--- src/rtl/pbsw_pkg.sv ---
// ----------------------------------------------------------------------------
// pbsw_pkg
// Shared widths, register map, reset values and types of the sliding-window
// photon burst search.
// ----------------------------------------------------------------------------
`default_nettype none

package pbsw_pkg;

  localparam int TIME_W     = 64;   // photon timestamp
  localparam int OUT_W      = 40;   // reported photon index
  localparam int WP_W       = 7;    // window_photons register
  localparam int MIN_W      = 40;   // min_burst_photons register
  localparam int TICKS_W    = 32;   // window_ticks register
  localparam int CFG_DATA_W = 64;
  localparam int CFG_ADDR_W = 5;
  localparam int REG_SEL_W  = 2;

  // Register select, taken from paddr[4:3] (registers lie 8 bytes apart).
  localparam logic [REG_SEL_W-1:0] REG_WINDOW_PHOTONS = 2'd0;
  localparam logic [REG_SEL_W-1:0] REG_MIN_BURST      = 2'd1;
  localparam logic [REG_SEL_W-1:0] REG_WINDOW_TICKS   = 2'd2;

  localparam logic [WP_W-1:0]    RST_WINDOW_PHOTONS = 7'd10;
  localparam logic [MIN_W-1:0]   RST_MIN_BURST      = 40'd30;
  localparam logic [TICKS_W-1:0] RST_WINDOW_TICKS   = 32'd1000;

  typedef struct packed {
    logic [WP_W-1:0]    window_photons;
    logic [MIN_W-1:0]   min_burst_photons;
    logic [TICKS_W-1:0] window_ticks;
  } pbsw_cfg_t;

  // Per-photon control bits handed from the front stage to the burst stage.
  typedef struct packed {
    logic full;    // enough photons seen to test a window
    logic eos;     // last photon of the record
    logic m_one;   // window of one photon: span is always zero
  } pbsw_flags_t;

endpackage

`default_nettype wire

--- src/rtl/pbsw_cfg.sv ---
// ----------------------------------------------------------------------------
// pbsw_cfg
// APB register file holding the window size, the minimum burst length and
// the window span in ticks.
// ----------------------------------------------------------------------------
`default_nettype none

module pbsw_cfg (
  input  wire logic                             clk,
  input  wire logic                             rst_n,
  input  wire logic                             psel,
  input  wire logic                             penable,
  input  wire logic                             pwrite,
  input  wire logic [pbsw_pkg::CFG_ADDR_W-1:0]  paddr,
  input  wire logic [pbsw_pkg::CFG_DATA_W-1:0]  pwdata,
  output logic      [pbsw_pkg::CFG_DATA_W-1:0]  prdata,
  output logic                                  pready,
  output pbsw_pkg::pbsw_cfg_t                   cfg
);
  import pbsw_pkg::*;

  pbsw_cfg_t             cfg_r;
  logic [REG_SEL_W-1:0]  sel;
  logic                  wr_en;

  assign sel    = paddr[CFG_ADDR_W-1:3];
  assign wr_en  = psel & penable & pwrite;
  assign pready = 1'b1;
  assign cfg    = cfg_r;

  always_ff @(posedge clk) begin
    if (!rst_n) begin
      cfg_r.window_photons    <= RST_WINDOW_PHOTONS;
      cfg_r.min_burst_photons <= RST_MIN_BURST;
      cfg_r.window_ticks      <= RST_WINDOW_TICKS;
    end else if (wr_en) begin
      case (sel)
        REG_WINDOW_PHOTONS: cfg_r.window_photons    <= pwdata[WP_W-1:0];
        REG_MIN_BURST:      cfg_r.min_burst_photons <= pwdata[MIN_W-1:0];
        REG_WINDOW_TICKS:   cfg_r.window_ticks      <= pwdata[TICKS_W-1:0];
        default: ;
      endcase
    end
  end

  always_comb begin
    case (sel)
      REG_WINDOW_PHOTONS: prdata = CFG_DATA_W'(cfg_r.window_photons);
      REG_MIN_BURST:      prdata = CFG_DATA_W'(cfg_r.min_burst_photons);
      REG_WINDOW_TICKS:   prdata = CFG_DATA_W'(cfg_r.window_ticks);
      default:            prdata = '0;
    endcase
  end

endmodule

`default_nettype wire

--- src/rtl/pbsw_hist.sv ---
// ----------------------------------------------------------------------------
// pbsw_hist
// Timestamp history ring: one write and one registered read per cycle.
// ----------------------------------------------------------------------------
`default_nettype none

module pbsw_hist #(
  parameter int DEPTH = 64,
  parameter int PTR_W = 6
) (
  input  wire logic                          clk,
  input  wire logic                          we,
  input  wire logic [PTR_W-1:0]              waddr,
  input  wire logic [pbsw_pkg::TIME_W-1:0]   wdata,
  input  wire logic                          re,
  input  wire logic [PTR_W-1:0]              raddr,
  output logic      [pbsw_pkg::TIME_W-1:0]   rdata
);
  import pbsw_pkg::*;

  logic [TIME_W-1:0] mem [DEPTH];
  logic [TIME_W-1:0] rdata_r;

  assign rdata = rdata_r;

  always_ff @(posedge clk) begin
    if (we) begin
      mem[waddr] <= wdata;
    end
  end

  always_ff @(posedge clk) begin
    if (re) begin
      rdata_r <= mem[raddr];
    end
  end

endmodule

`default_nettype wire

--- src/rtl/pbsw_front.sv ---
// ----------------------------------------------------------------------------
// pbsw_front
// Input stage: numbers photons, keeps the ring write slot, works out the
// slot of the window's first photon and registers the photon for the burst
// stage.
// ----------------------------------------------------------------------------
`default_nettype none

module pbsw_front #(
  parameter int MAX_WINDOW = 64,
  parameter int INDEX_BITS = 40,
  parameter int PTR_W      = 6
) (
  input  wire logic                          clk,
  input  wire logic                          rst_n,
  input  wire logic                          in_valid,
  output logic                               in_ready,
  input  wire logic [pbsw_pkg::TIME_W-1:0]   in_time,
  input  wire logic                          in_last,
  input  wire logic [pbsw_pkg::WP_W-1:0]     window_photons,
  input  wire logic                          s1_free,
  output logic                               mem_we,
  output logic      [PTR_W-1:0]              mem_waddr,
  output logic      [pbsw_pkg::TIME_W-1:0]   mem_wdata,
  output logic      [PTR_W-1:0]              mem_raddr,
  output logic                               s1_valid,
  output logic      [pbsw_pkg::TIME_W-1:0]   s1_time,
  output logic      [INDEX_BITS-1:0]         s1_idx,
  output logic      [INDEX_BITS-1:0]         s1_start,
  output pbsw_pkg::pbsw_flags_t              s1_flags
);
  import pbsw_pkg::*;

  localparam int MW = $clog2(MAX_WINDOW + 1);
  localparam int CW = (INDEX_BITS > MW) ? INDEX_BITS : MW;
  localparam int AW = PTR_W + 1;

  logic [INDEX_BITS-1:0] count_r, count_nxt;
  logic [PTR_W-1:0]      ptr_r, ptr_nxt;
  logic                  s1_valid_r, s1_valid_nxt;
  logic [TIME_W-1:0]     s1_time_r;
  logic [INDEX_BITS-1:0] s1_idx_r, s1_start_r;
  pbsw_flags_t           s1_flags_r;

  logic [31:0]           wp_ext;
  logic [MW-1:0]         m_eff, m_less;
  logic [AW-1:0]         raddr_w;
  logic                  accept;
  logic                  take;
  pbsw_flags_t           flags_w;

  // Window size of zero acts as one, anything above the ring depth as the depth.
  always_comb begin
    wp_ext = 32'(window_photons);
    if (wp_ext == 32'd0) begin
      m_eff = MW'(1);
    end else if (wp_ext > 32'(MAX_WINDOW)) begin
      m_eff = MW'(MAX_WINDOW);
    end else begin
      m_eff = MW'(wp_ext);
    end
    m_less = m_eff - MW'(1);
  end

  assign take     = s1_valid_r & s1_free;
  assign in_ready = ~s1_valid_r | s1_free;
  assign accept   = in_valid & in_ready;

  always_comb begin
    if (AW'(ptr_r) >= AW'(m_less)) begin
      raddr_w = AW'(ptr_r) - AW'(m_less);
    end else begin
      raddr_w = AW'(ptr_r) + AW'(MAX_WINDOW) - AW'(m_less);
    end
  end

  assign mem_we    = accept;
  assign mem_waddr = ptr_r;
  assign mem_wdata = in_time;
  assign mem_raddr = raddr_w[PTR_W-1:0];

  assign flags_w.full  = CW'(count_r) >= CW'(m_less);
  assign flags_w.eos   = in_last;
  assign flags_w.m_one = (m_less == '0);

  always_comb begin
    count_nxt    = count_r;
    ptr_nxt      = ptr_r;
    s1_valid_nxt = s1_valid_r;
    if (take) begin
      s1_valid_nxt = 1'b0;
    end
    if (accept) begin
      s1_valid_nxt = 1'b1;
      if (in_last) begin
        count_nxt = '0;
        ptr_nxt   = '0;
      end else begin
        // The photon index sticks at its top value.
        if (!(&count_r)) begin
          count_nxt = count_r + INDEX_BITS'(1);
        end
        if (ptr_r == PTR_W'(MAX_WINDOW - 1)) begin
          ptr_nxt = '0;
        end else begin
          ptr_nxt = ptr_r + PTR_W'(1);
        end
      end
    end
  end

  always_ff @(posedge clk) begin
    if (!rst_n) begin
      count_r    <= '0;
      ptr_r      <= '0;
      s1_valid_r <= 1'b0;
    end else begin
      count_r    <= count_nxt;
      ptr_r      <= ptr_nxt;
      s1_valid_r <= s1_valid_nxt;
    end
  end

  always_ff @(posedge clk) begin
    if (accept) begin
      s1_time_r  <= in_time;
      s1_idx_r   <= count_r;
      s1_start_r <= INDEX_BITS'(CW'(count_r) - CW'(m_less));
      s1_flags_r <= flags_w;
    end
  end

  assign s1_valid = s1_valid_r;
  assign s1_time  = s1_time_r;
  assign s1_idx   = s1_idx_r;
  assign s1_start = s1_start_r;
  assign s1_flags = s1_flags_r;

  // An end-of-record photon restarts numbering and the ring.
  a_eos_clears: assert property (@(posedge clk) disable iff (!rst_n)
    accept && in_last |=> count_r == '0 && ptr_r == '0)
    else $error("photon counter not cleared after end of record");

  // A registered photon that cannot move on must stay in place.
  a_s1_hold: assert property (@(posedge clk) disable iff (!rst_n)
    s1_valid_r && !s1_free |=> s1_valid_r && $stable(s1_idx_r))
    else $error("stalled photon lost in front stage");

endmodule

`default_nettype wire

--- src/rtl/pbsw_burst.sv ---
// ----------------------------------------------------------------------------
// pbsw_burst
// Burst stage: tests the window span, opens and closes bursts, filters them
// by length and holds the result in the output register.
// ----------------------------------------------------------------------------
`default_nettype none

module pbsw_burst #(
  parameter int INDEX_BITS = 40
) (
  input  wire logic                          clk,
  input  wire logic                          rst_n,
  input  wire pbsw_pkg::pbsw_cfg_t           cfg,
  input  wire logic                          s1_valid,
  input  wire logic [pbsw_pkg::TIME_W-1:0]   s1_time,
  input  wire logic [INDEX_BITS-1:0]         s1_idx,
  input  wire logic [INDEX_BITS-1:0]         s1_start,
  input  wire pbsw_pkg::pbsw_flags_t         s1_flags,
  input  wire logic [pbsw_pkg::TIME_W-1:0]   hist_time,
  output logic                               s1_free,
  output logic                               out_valid,
  input  wire logic                          out_ready,
  output logic      [pbsw_pkg::OUT_W-1:0]    out_start,
  output logic      [pbsw_pkg::OUT_W-1:0]    out_stop
);
  import pbsw_pkg::*;

  // Burst length is counted modulo 2^64.
  localparam int LEN_W = 64;
  localparam int CMP_W = (LEN_W > MIN_W) ? LEN_W : MIN_W;

  logic                  open_r, open_nxt;
  logic [INDEX_BITS-1:0] open_start_r, open_start_nxt;
  logic                  out_valid_r, out_valid_nxt;
  logic [OUT_W-1:0]      out_start_r, out_stop_r;

  logic                  take;
  logic [TIME_W-1:0]     first_time, span;
  logic                  pass;
  logic [INDEX_BITS-1:0] idx_prev;
  logic [LEN_W-1:0]      len_fail, len_eos;
  logic                  long_fail, long_eos;
  logic                  open_mid;
  logic [INDEX_BITS-1:0] start_mid;
  logic                  emit;
  logic [INDEX_BITS-1:0] emit_start, emit_stop;
  logic [INDEX_BITS+OUT_W-1:0] start_ext, stop_ext;

  assign s1_free = ~out_valid_r | out_ready;
  assign take    = s1_valid & s1_free;

  assign first_time = s1_flags.m_one ? s1_time : hist_time;
  assign span       = s1_time - first_time;
  assign pass       = span <= TIME_W'(cfg.window_ticks);

  assign idx_prev  = s1_idx - INDEX_BITS'(1);
  assign len_fail  = LEN_W'(idx_prev) - LEN_W'(open_start_r) + LEN_W'(1);
  assign long_fail = CMP_W'(len_fail) >= CMP_W'(cfg.min_burst_photons);

  // Burst state after the window test, before the end-of-record close.
  assign open_mid  = s1_flags.full ? pass : open_r;
  assign start_mid = (s1_flags.full && pass && !open_r) ? s1_start : open_start_r;
  assign len_eos   = LEN_W'(s1_idx) - LEN_W'(start_mid) + LEN_W'(1);
  assign long_eos  = CMP_W'(len_eos) >= CMP_W'(cfg.min_burst_photons);

  always_comb begin
    open_nxt       = open_r;
    open_start_nxt = open_start_r;
    emit           = 1'b0;
    emit_start     = open_start_r;
    emit_stop      = idx_prev;
    if (take) begin
      open_nxt       = open_mid;
      open_start_nxt = start_mid;
      if (s1_flags.full && !pass && open_r) begin
        emit = long_fail;
      end
      if (s1_flags.eos) begin
        if (open_mid) begin
          emit       = long_eos;
          emit_start = start_mid;
          emit_stop  = s1_idx;
        end
        open_nxt       = 1'b0;
        open_start_nxt = '0;
      end
    end
  end

  always_comb begin
    out_valid_nxt = out_valid_r;
    if (take && emit) begin
      out_valid_nxt = 1'b1;
    end else if (out_ready) begin
      out_valid_nxt = 1'b0;
    end
  end

  assign start_ext = {{OUT_W{1'b0}}, emit_start};
  assign stop_ext  = {{OUT_W{1'b0}}, emit_stop};

  always_ff @(posedge clk) begin
    if (!rst_n) begin
      open_r       <= 1'b0;
      open_start_r <= '0;
      out_valid_r  <= 1'b0;
    end else begin
      open_r       <= open_nxt;
      open_start_r <= open_start_nxt;
      out_valid_r  <= out_valid_nxt;
    end
  end

  always_ff @(posedge clk) begin
    if (take && emit) begin
      out_start_r <= start_ext[OUT_W-1:0];
      out_stop_r  <= stop_ext[OUT_W-1:0];
    end
  end

  assign out_valid = out_valid_r;
  assign out_start = out_start_r;
  assign out_stop  = out_stop_r;

  // No burst may survive the end of a record.
  a_eos_closes: assert property (@(posedge clk) disable iff (!rst_n)
    take && s1_flags.eos |=> !open_r)
    else $error("burst still open after end of record");

  // A new result appears only for a photon that was processed.
  a_result_source: assert property (@(posedge clk) disable iff (!rst_n)
    $rose(out_valid_r) |-> $past(take))
    else $error("result appeared without a processed photon");

endmodule

`default_nettype wire

--- src/rtl/photon_burst_sliding_window_unit.sv ---
// ----------------------------------------------------------------------------
// photon_burst_sliding_window_unit
// Sliding-window burst search over a stream of photon arrival timestamps.
// ----------------------------------------------------------------------------
// The unit takes one photon timestamp per clock while no held result stalls
// it, and numbers the photons from zero. Once window_photons photons have
// arrived it checks whether the last window_photons of them span no more than
// window_ticks; a passing window opens a burst at its first photon, a failing
// one closes an open burst at the previous photon, and the photon flagged with
// tlast closes any open burst and restarts numbering. Bursts of at least
// min_burst_photons photons come out as a start and stop index. Throughput is
// one photon per cycle while the output is not held; the photon and its
// history read are registered together, and the window test and burst logic
// sit between that register and the output register that holds a reported
// burst. A result held by the receiver stalls the input. Configuration is to
// be written by the user over the APB port only while no photon is in flight;
// the block itself does not enforce this.
`default_nettype none

module photon_burst_sliding_window_unit #(
  parameter int MAX_WINDOW = 64,
  parameter int INDEX_BITS = 40
) (
  input  wire logic        clk,
  input  wire logic        rst_n,
  // in_tdata: [63:0] macro_time; in_tlast: end_of_stream
  input  wire logic        in_tvalid,
  output logic             in_tready,
  input  wire logic [63:0] in_tdata,
  input  wire logic        in_tlast,
  // out_tdata: [39:0] burst_start, [79:40] burst_stop
  output logic             out_tvalid,
  input  wire logic        out_tready,
  output logic [79:0]      out_tdata,
  input  wire logic        cfg_psel,
  input  wire logic        cfg_penable,
  input  wire logic        cfg_pwrite,
  input  wire logic [4:0]  cfg_paddr,
  input  wire logic [63:0] cfg_pwdata,
  output logic [63:0]      cfg_prdata,
  output logic             cfg_pready
);
  import pbsw_pkg::*;

  localparam int PTR_W = (MAX_WINDOW > 1) ? $clog2(MAX_WINDOW) : 1;

  pbsw_cfg_t             cfg;
  logic                  s1_free;
  logic                  mem_we;
  logic [PTR_W-1:0]      mem_waddr, mem_raddr;
  logic [TIME_W-1:0]     mem_wdata, hist_time;
  logic                  s1_valid;
  logic [TIME_W-1:0]     s1_time;
  logic [INDEX_BITS-1:0] s1_idx, s1_start;
  pbsw_flags_t           s1_flags;
  logic [OUT_W-1:0]      burst_start, burst_stop;

  pbsw_cfg u_cfg (
    .clk     (clk),
    .rst_n   (rst_n),
    .psel    (cfg_psel),
    .penable (cfg_penable),
    .pwrite  (cfg_pwrite),
    .paddr   (cfg_paddr),
    .pwdata  (cfg_pwdata),
    .prdata  (cfg_prdata),
    .pready  (cfg_pready),
    .cfg     (cfg)
  );

  pbsw_front #(
    .MAX_WINDOW (MAX_WINDOW),
    .INDEX_BITS (INDEX_BITS),
    .PTR_W      (PTR_W)
  ) u_front (
    .clk            (clk),
    .rst_n          (rst_n),
    .in_valid       (in_tvalid),
    .in_ready       (in_tready),
    .in_time        (in_tdata),
    .in_last        (in_tlast),
    .window_photons (cfg.window_photons),
    .s1_free        (s1_free),
    .mem_we         (mem_we),
    .mem_waddr      (mem_waddr),
    .mem_wdata      (mem_wdata),
    .mem_raddr      (mem_raddr),
    .s1_valid       (s1_valid),
    .s1_time        (s1_time),
    .s1_idx         (s1_idx),
    .s1_start       (s1_start),
    .s1_flags       (s1_flags)
  );

  // The history read is issued with the write of each accepted photon.
  pbsw_hist #(
    .DEPTH (MAX_WINDOW),
    .PTR_W (PTR_W)
  ) u_hist (
    .clk   (clk),
    .we    (mem_we),
    .waddr (mem_waddr),
    .wdata (mem_wdata),
    .re    (mem_we),
    .raddr (mem_raddr),
    .rdata (hist_time)
  );

  pbsw_burst #(
    .INDEX_BITS (INDEX_BITS)
  ) u_burst (
    .clk       (clk),
    .rst_n     (rst_n),
    .cfg       (cfg),
    .s1_valid  (s1_valid),
    .s1_time   (s1_time),
    .s1_idx    (s1_idx),
    .s1_start  (s1_start),
    .s1_flags  (s1_flags),
    .hist_time (hist_time),
    .s1_free   (s1_free),
    .out_valid (out_tvalid),
    .out_ready (out_tready),
    .out_start (burst_start),
    .out_stop  (burst_stop)
  );

  assign out_tdata = {burst_stop, burst_start};

endmodule

`default_nettype wire

--- config.mk ---
export PLATFORM = sky130hd
export DESIGN_NAME = photon_burst_sliding_window_unit
export DESIGN_NICKNAME = d
export VERILOG_FILES = /design/src/rtl/pbsw_pkg.sv /design/src/rtl/pbsw_cfg.sv /design/src/rtl/pbsw_hist.sv /design/src/rtl/pbsw_front.sv /design/src/rtl/pbsw_burst.sv /design/src/rtl/photon_burst_sliding_window_unit.sv
export SDC_FILE = /design/constraint.sdc
export NUM_CORES = 2
export LEC_CHECK = 0
export BUFFER_PORTS_ARGS = -buffer_cell sky130_fd_sc_hd__clkbuf_2
export CAP_MARGIN = 20
export CELL_PAD_IN_SITES_DETAIL_PLACEMENT = 1
export CELL_PAD_IN_SITES_GLOBAL_PLACEMENT = 2
export CORE_MARGIN = 5
export CORE_UTILIZATION = 43
export CTS_CLUSTER_SIZE = 16
export DETAILED_ROUTE_END_ITERATION = 7
export PLACE_DENSITY = 0.81
export RECOVER_POWER = 50
export SYNTH_ARGS = -nofsm -noshare
export SYNTH_HDL_FRONTEND = slang
export SYNTH_HIERARCHICAL = 1
export SYNTH_SLANG_ARGS = --single-unit
--- constraint.sdc ---
create_clock -name clk -period 25.7 [get_ports clk]
set_clock_uncertainty 0.05 [all_clocks]
set_input_delay 3.855 -clock clk [delete_from_list [all_inputs] [get_ports clk]]
set_output_delay 3.855 -clock clk [all_outputs]
set_load 0.01 [all_outputs]
==> results by stage <==
Synthesis:
- The count of distinct cell types in the synthesized netlist is 104.
- The average instance area after synthesis is 18.0 sq um.
- Of the synthesized area, sequential elements account for 0.710.
- By area the synthesized netlist is led by sky130_fd_sc_hd__edfxtp_1, sky130_fd_sc_hd__mux4_2, sky130_fd_sc_hd__dfxtp_1.
- The dominant cell type by area after synthesis is sky130_fd_sc_hd__edfxtp_1.
- Counting flops and latches in the post-synthesis netlist gives 4555.
- The share of async-settable or async-resettable flops after synthesis is 0.
- For this run, the number of Yosys warnings is 6.
- The count of mapped cells out of synthesis is 10549.
- The synthesized netlist occupies a cell area of 190000 sq um.
- The area share of the leading cell type in the synthesized netlist is 0.693.
- The most used flip-flop cell after synthesis is sky130_fd_sc_hd__edfxtp_1.
- Yosys mapped a number of flops with a built-in enable equal to approximately 4400.

Min path:
- Counting instances, the worst hold path has a depth of 2.
- The end point of the most critical hold path is u_cfg/cfg[71].
- The min-delay analysis places its worst path in the category reg -> reg.
- The startpoint of the lowest-slack hold path is u_cfg/cfg[71].

Job:
- The tool flagged a number of max-cap violations equal to 71.

Timing:
- The worst path in the final design needs a cycle of 16730 ps, including I/O delays and setup.
- The maximum achievable frequency is between 50 and 60 MHz.
- The max-slew violation count was 4281.
- The ratio of final minimum period to clock period is 0.651.
- The number of hold violations in the final report is 0.
- Setup violations remaining at the end of the flow were counted as 0.
- At the pin with the least slew margin, the transition time is 5410 ps.
- After layout, the worst setup slack is 8970 ps.
- Setup repair after global routing left no endpoint under its margin.
- Summed over all failing endpoints, the final setup total negative slack is 0 ps.
- The tightest slew margin relative to the limit is -2.63.

Setup path:
- On the critical path, the stage with the largest delay is an instance of sky130_fd_sc_hd__a211oi_1.
- In this run the worst path has a maximum fanout of 65.
- The setup slack of the worst register-to-register path is around 9000 ps.
- The depth of the worst register-to-register path is 56.
- At the worst endpoint, the arrival time is 17310 ps.
- The endpoint kind of the worst setup timing path is a flop.
- The startpoint of the worst-slack reg-to-reg timing path is u_front/s1_flags[0].
- In this run the critical register-to-register path is captured at u_burst/out_start[2].
- At the worst endpoint, the required time is 26280 ps.
- The element type at the critical path start is a flop.
- The kind of critical path is reg -> reg.
- The largest incremental delay on the critical path is 720 ps.

Final layout:
- Fill cells in the final layout number 41116.
- The area taken by flip-flops and latches is 135000 sq um.
- The final-stage net count is 11306.
- The multi-input logic area is 51500 sq um.
- From synthesis to final layout, the design area changed by 11.7%.
- The final cell utilization of the core is 0.481.
- Of the cells placed in the final design, the portion with a size suffix greater than 1 is 0.193.

Clocking:
- The H-tree generated during clock tree synthesis spans 5 levels.
- The number of clock sinks is between 4000 and 5000.
- After clock tree synthesis, the clock-pin slew on the worst setup and hold paths is 60 ps.
- The later pin in the worst-skew pair is clocked with a latency of 1010 ps.
- The number of buffers added to fix hold violations after cts is 0.
- The TritonCTS clock tree is built.
- CTS placed an instance of sky130_fd_sc_hd__clkbuf_16 at the clock tree root.
- Post-CTS timing repair inserted 0 buffers for setup.
- In this run, post-CTS repair resized a total of 0 instances.
- The largest buffer count on any clock path is 4.
- The CTS buffer count is 443.

Route:
- The total number of vias is between 100k and 150k.
- In this run the remaining antenna-violating nets after routing total 0.
- The detailed-route wire length is 593000 um.
- The number of optimization iterations in the first detailed-route pass is 5.
- The number of DRC violations after detailed-routing iteration 0 is 13095.
- Dividing the detail-routed wire length by the instance count gives ~34 um.
- The number of remaining DRC errors is 0.
- Using the TritonRoute via totals, the vias-per-cell ratio works out to 6.22.

Power and ir drop:
- For this design the static power due to leakage is roughly 0.069 uW.
- The maximum vdd ir drop is 0.0000617 V.
- The power density over the cells is 76.5 nW/um^2.

Global routing:
- The initial antenna violation count came to 44.
- The combined global-route utilization of all metal layers is 0.256.
- Entering global routing, the biggest net connects between 100 and 150 pins.
- The via count of the first global-routing pass is 110668.
- The first global-routing pass estimated 838000 um of wire.
- The total grt overflow is 0.

Floorplan:
- The effective utilization at floorplan is 0.431.
- The chip height is ~670 um.
- The area enclosed by the die boundary is 456000 sq um.
- The core region is 441000 sq um.
- The die is between 600 and 700 um wide.
- The site row count is 244.
- The number of ports placed on the die boundary is 288.

Place:
- At the end of routability-driven placement, the weighted congestion stood at 0.936.
- The worst slack at placement is 9150 ps.
- Buffers placed on the I/O ports in this run total 235.
- The detailed-placement wirelength estimate is between 300000 and 400000 um.

Status:
- The checks that failed: max-capacitance violations, max-slew violations.
- The run finished, with violations left.
cell usage in the layout (no fill, tap or decap), types with 79 or more instances in the layout:
| cell type | netlist | layout |
|---|---|---|
| sky130_fd_sc_hd__a211oi_1 | 88 | 86 |
| sky130_fd_sc_hd__a21oi_1 | 285 | 285 |
| sky130_fd_sc_hd__a22o_1 | 113 | 113 |
| sky130_fd_sc_hd__a22oi_1 | 191 | 191 |
| sky130_fd_sc_hd__and3_1 | 98 | 98 |
| sky130_fd_sc_hd__buf_4 | 136 | 208 |
| sky130_fd_sc_hd__clkbuf_1 | 255 | 291 |
| sky130_fd_sc_hd__clkbuf_16 | 0 | 447 |
| sky130_fd_sc_hd__clkbuf_2 | 4 | 117 |
| sky130_fd_sc_hd__clkinv_1 | 1 | 106 |
| sky130_fd_sc_hd__clkinv_2 | 0 | 86 |
| sky130_fd_sc_hd__dfxtp_1 | 168 | 168 |
| sky130_fd_sc_hd__edfxtp_1 | 4387 | 4387 |
| sky130_fd_sc_hd__ha_1 | 250 | 250 |
| sky130_fd_sc_hd__inv_1 | 234 | 231 |
| sky130_fd_sc_hd__mux2i_1 | 303 | 303 |
| sky130_fd_sc_hd__mux4_2 | 1024 | 1024 |
| sky130_fd_sc_hd__nand2_1 | 433 | 431 |
| sky130_fd_sc_hd__nand3_1 | 139 | 139 |
| sky130_fd_sc_hd__nor2_1 | 528 | 462 |
| sky130_fd_sc_hd__nor2b_1 | 83 | 79 |
| sky130_fd_sc_hd__nor3_1 | 94 | 91 |
| sky130_fd_sc_hd__o21ai_0 | 175 | 176 |
| sky130_fd_sc_hd__o22ai_1 | 88 | 88 |
| sky130_fd_sc_hd__xnor2_1 | 225 | 222 |
| sky130_fd_sc_hd__xor2_1 | 126 | 126 |
cells by family after synthesis:
family                     count (synthesis)  synth area share
adders and majority gates                282            0.0184
AOI/OAI and AO/OA                       1339            0.0483
xor gates and xnor gates                 351            0.0162
and+or+nand+nor                         1806            0.0467
muxes                                   1337             0.138
DFF                                     4555             0.710
buffers and inverters                    877            0.0221
other                                      2         0.0000395
through the flow:
| stage | instance area [sq um] | hold WS [ps] | power, uW | std cells |
|---|---|---|---|---|
| 6_report | 212000 | 429 | 16300 | 17225 |
| 5_1_grt | 212000 | 443 | 16800 | 17206 |
| 4_1_cts | 212000 | 434 | 16300 | 17165 |
| 3_5_place_dp | 198000 | 421 | 9980 | 16339 |
| 3_3_place_gp | 198000 | 405 | 9940 | 16333 |
| 2_1_floorplan | 190000 | 353 | 9400 | 10572 |
worst max-delay path: cells and delay by family (launching register included):
family / cells / cell delay (ps)
AND/OR/NAND/NOR: 26 / 6560
AO/OA/AOI/OAI: 17 / 4880
buffers and inverters: 5 / 2250
adder cells (fa/ha/maj): 5 / 1440
flip-flops: 1 / 330
XOR/XNOR: 2 / 320
multiplexers: 1 / 260
synthesized netlist by cell type, types with 136 or more instances:
library cell / number
sky130_fd_sc_hd__mux2i_1: 303
sky130_fd_sc_hd__xnor2_1: 225
sky130_fd_sc_hd__edfxtp_1: 4387
sky130_fd_sc_hd__ha_1: 250
sky130_fd_sc_hd__dfxtp_1: 168
sky130_fd_sc_hd__a21oi_1: 285
sky130_fd_sc_hd__nand3_1: 139
sky130_fd_sc_hd__a22oi_1: 191
sky130_fd_sc_hd__o21ai_0: 175
sky130_fd_sc_hd__buf_4: 136
sky130_fd_sc_hd__mux4_2: 1024
sky130_fd_sc_hd__nand2_1: 433
sky130_fd_sc_hd__inv_1: 234
sky130_fd_sc_hd__clkbuf_1: 255
sky130_fd_sc_hd__buf_2: 199
sky130_fd_sc_hd__nor2_1: 528
worst max path at each step:
stage / slack [ps] / startpoint / to
4_1_cts: 9060 / u_front/s1_flags[0] / u_burst/out_start[16]
5_1_grt: 8080 / u_front/s1_flags[0] / u_burst/out_start[16]
3_5_place_dp: 9150 / u_front/s1_flags[0] / u_burst/out_stop[4]
3_3_place_gp: 9380 / u_front/s1_flags[0] / u_burst/out_start[2]
6_report: 8970 / u_front/s1_flags[0] / u_burst/out_start[2]
2_1_floorplan: 11170 / out_tready / u_hist/mem[49][0]
power by group:
group | switching, uW | total [uW] | leakage [uW] | internal, uW
clock | 2850 | 6400 | 0.00688 | 3550
combinational | 1050 | 1630 | 0.0216 | 578
sequential | 30.3 | 8230 | 0.0409 | 8200
flip-flops by register name (all words and copies together), names as in the netlist:
register / count
u_burst/out_stop: 40
u_burst/out_valid: 1
u_front/count_r: 40
u_burst/open_r: 1
u_hist/mem: 4096
u_front/mem_waddr: 6
u_burst/open_start_r: 40
u_front/s1_valid: 1
u_front/s1_time: 64
u_cfg/cfg: 79
u_hist/rdata: 64
u_front/s1_start: 40
u_burst/out_start: 40
u_front/s1_idx: 40
u_front/s1_flags: 3
routing by layer:
metal	GRT usage	wire [um]
met5	0	41
met1	0.335	223000
met2	0.424	289000
met4	0.106	28300
met3	0.0435	52900
cell type report:
class                      count  share of cell area
inverter                     235             0.00423
clock inverter               273              0.0116
tap                         5904              0.0348
clock buffer                 553              0.0547
sequential                  4555               0.636
multi-input combinational   5140               0.243
antenna                       30            0.000354
timing repair buffer         535              0.0154
Power figures use the tool's default switching activity.
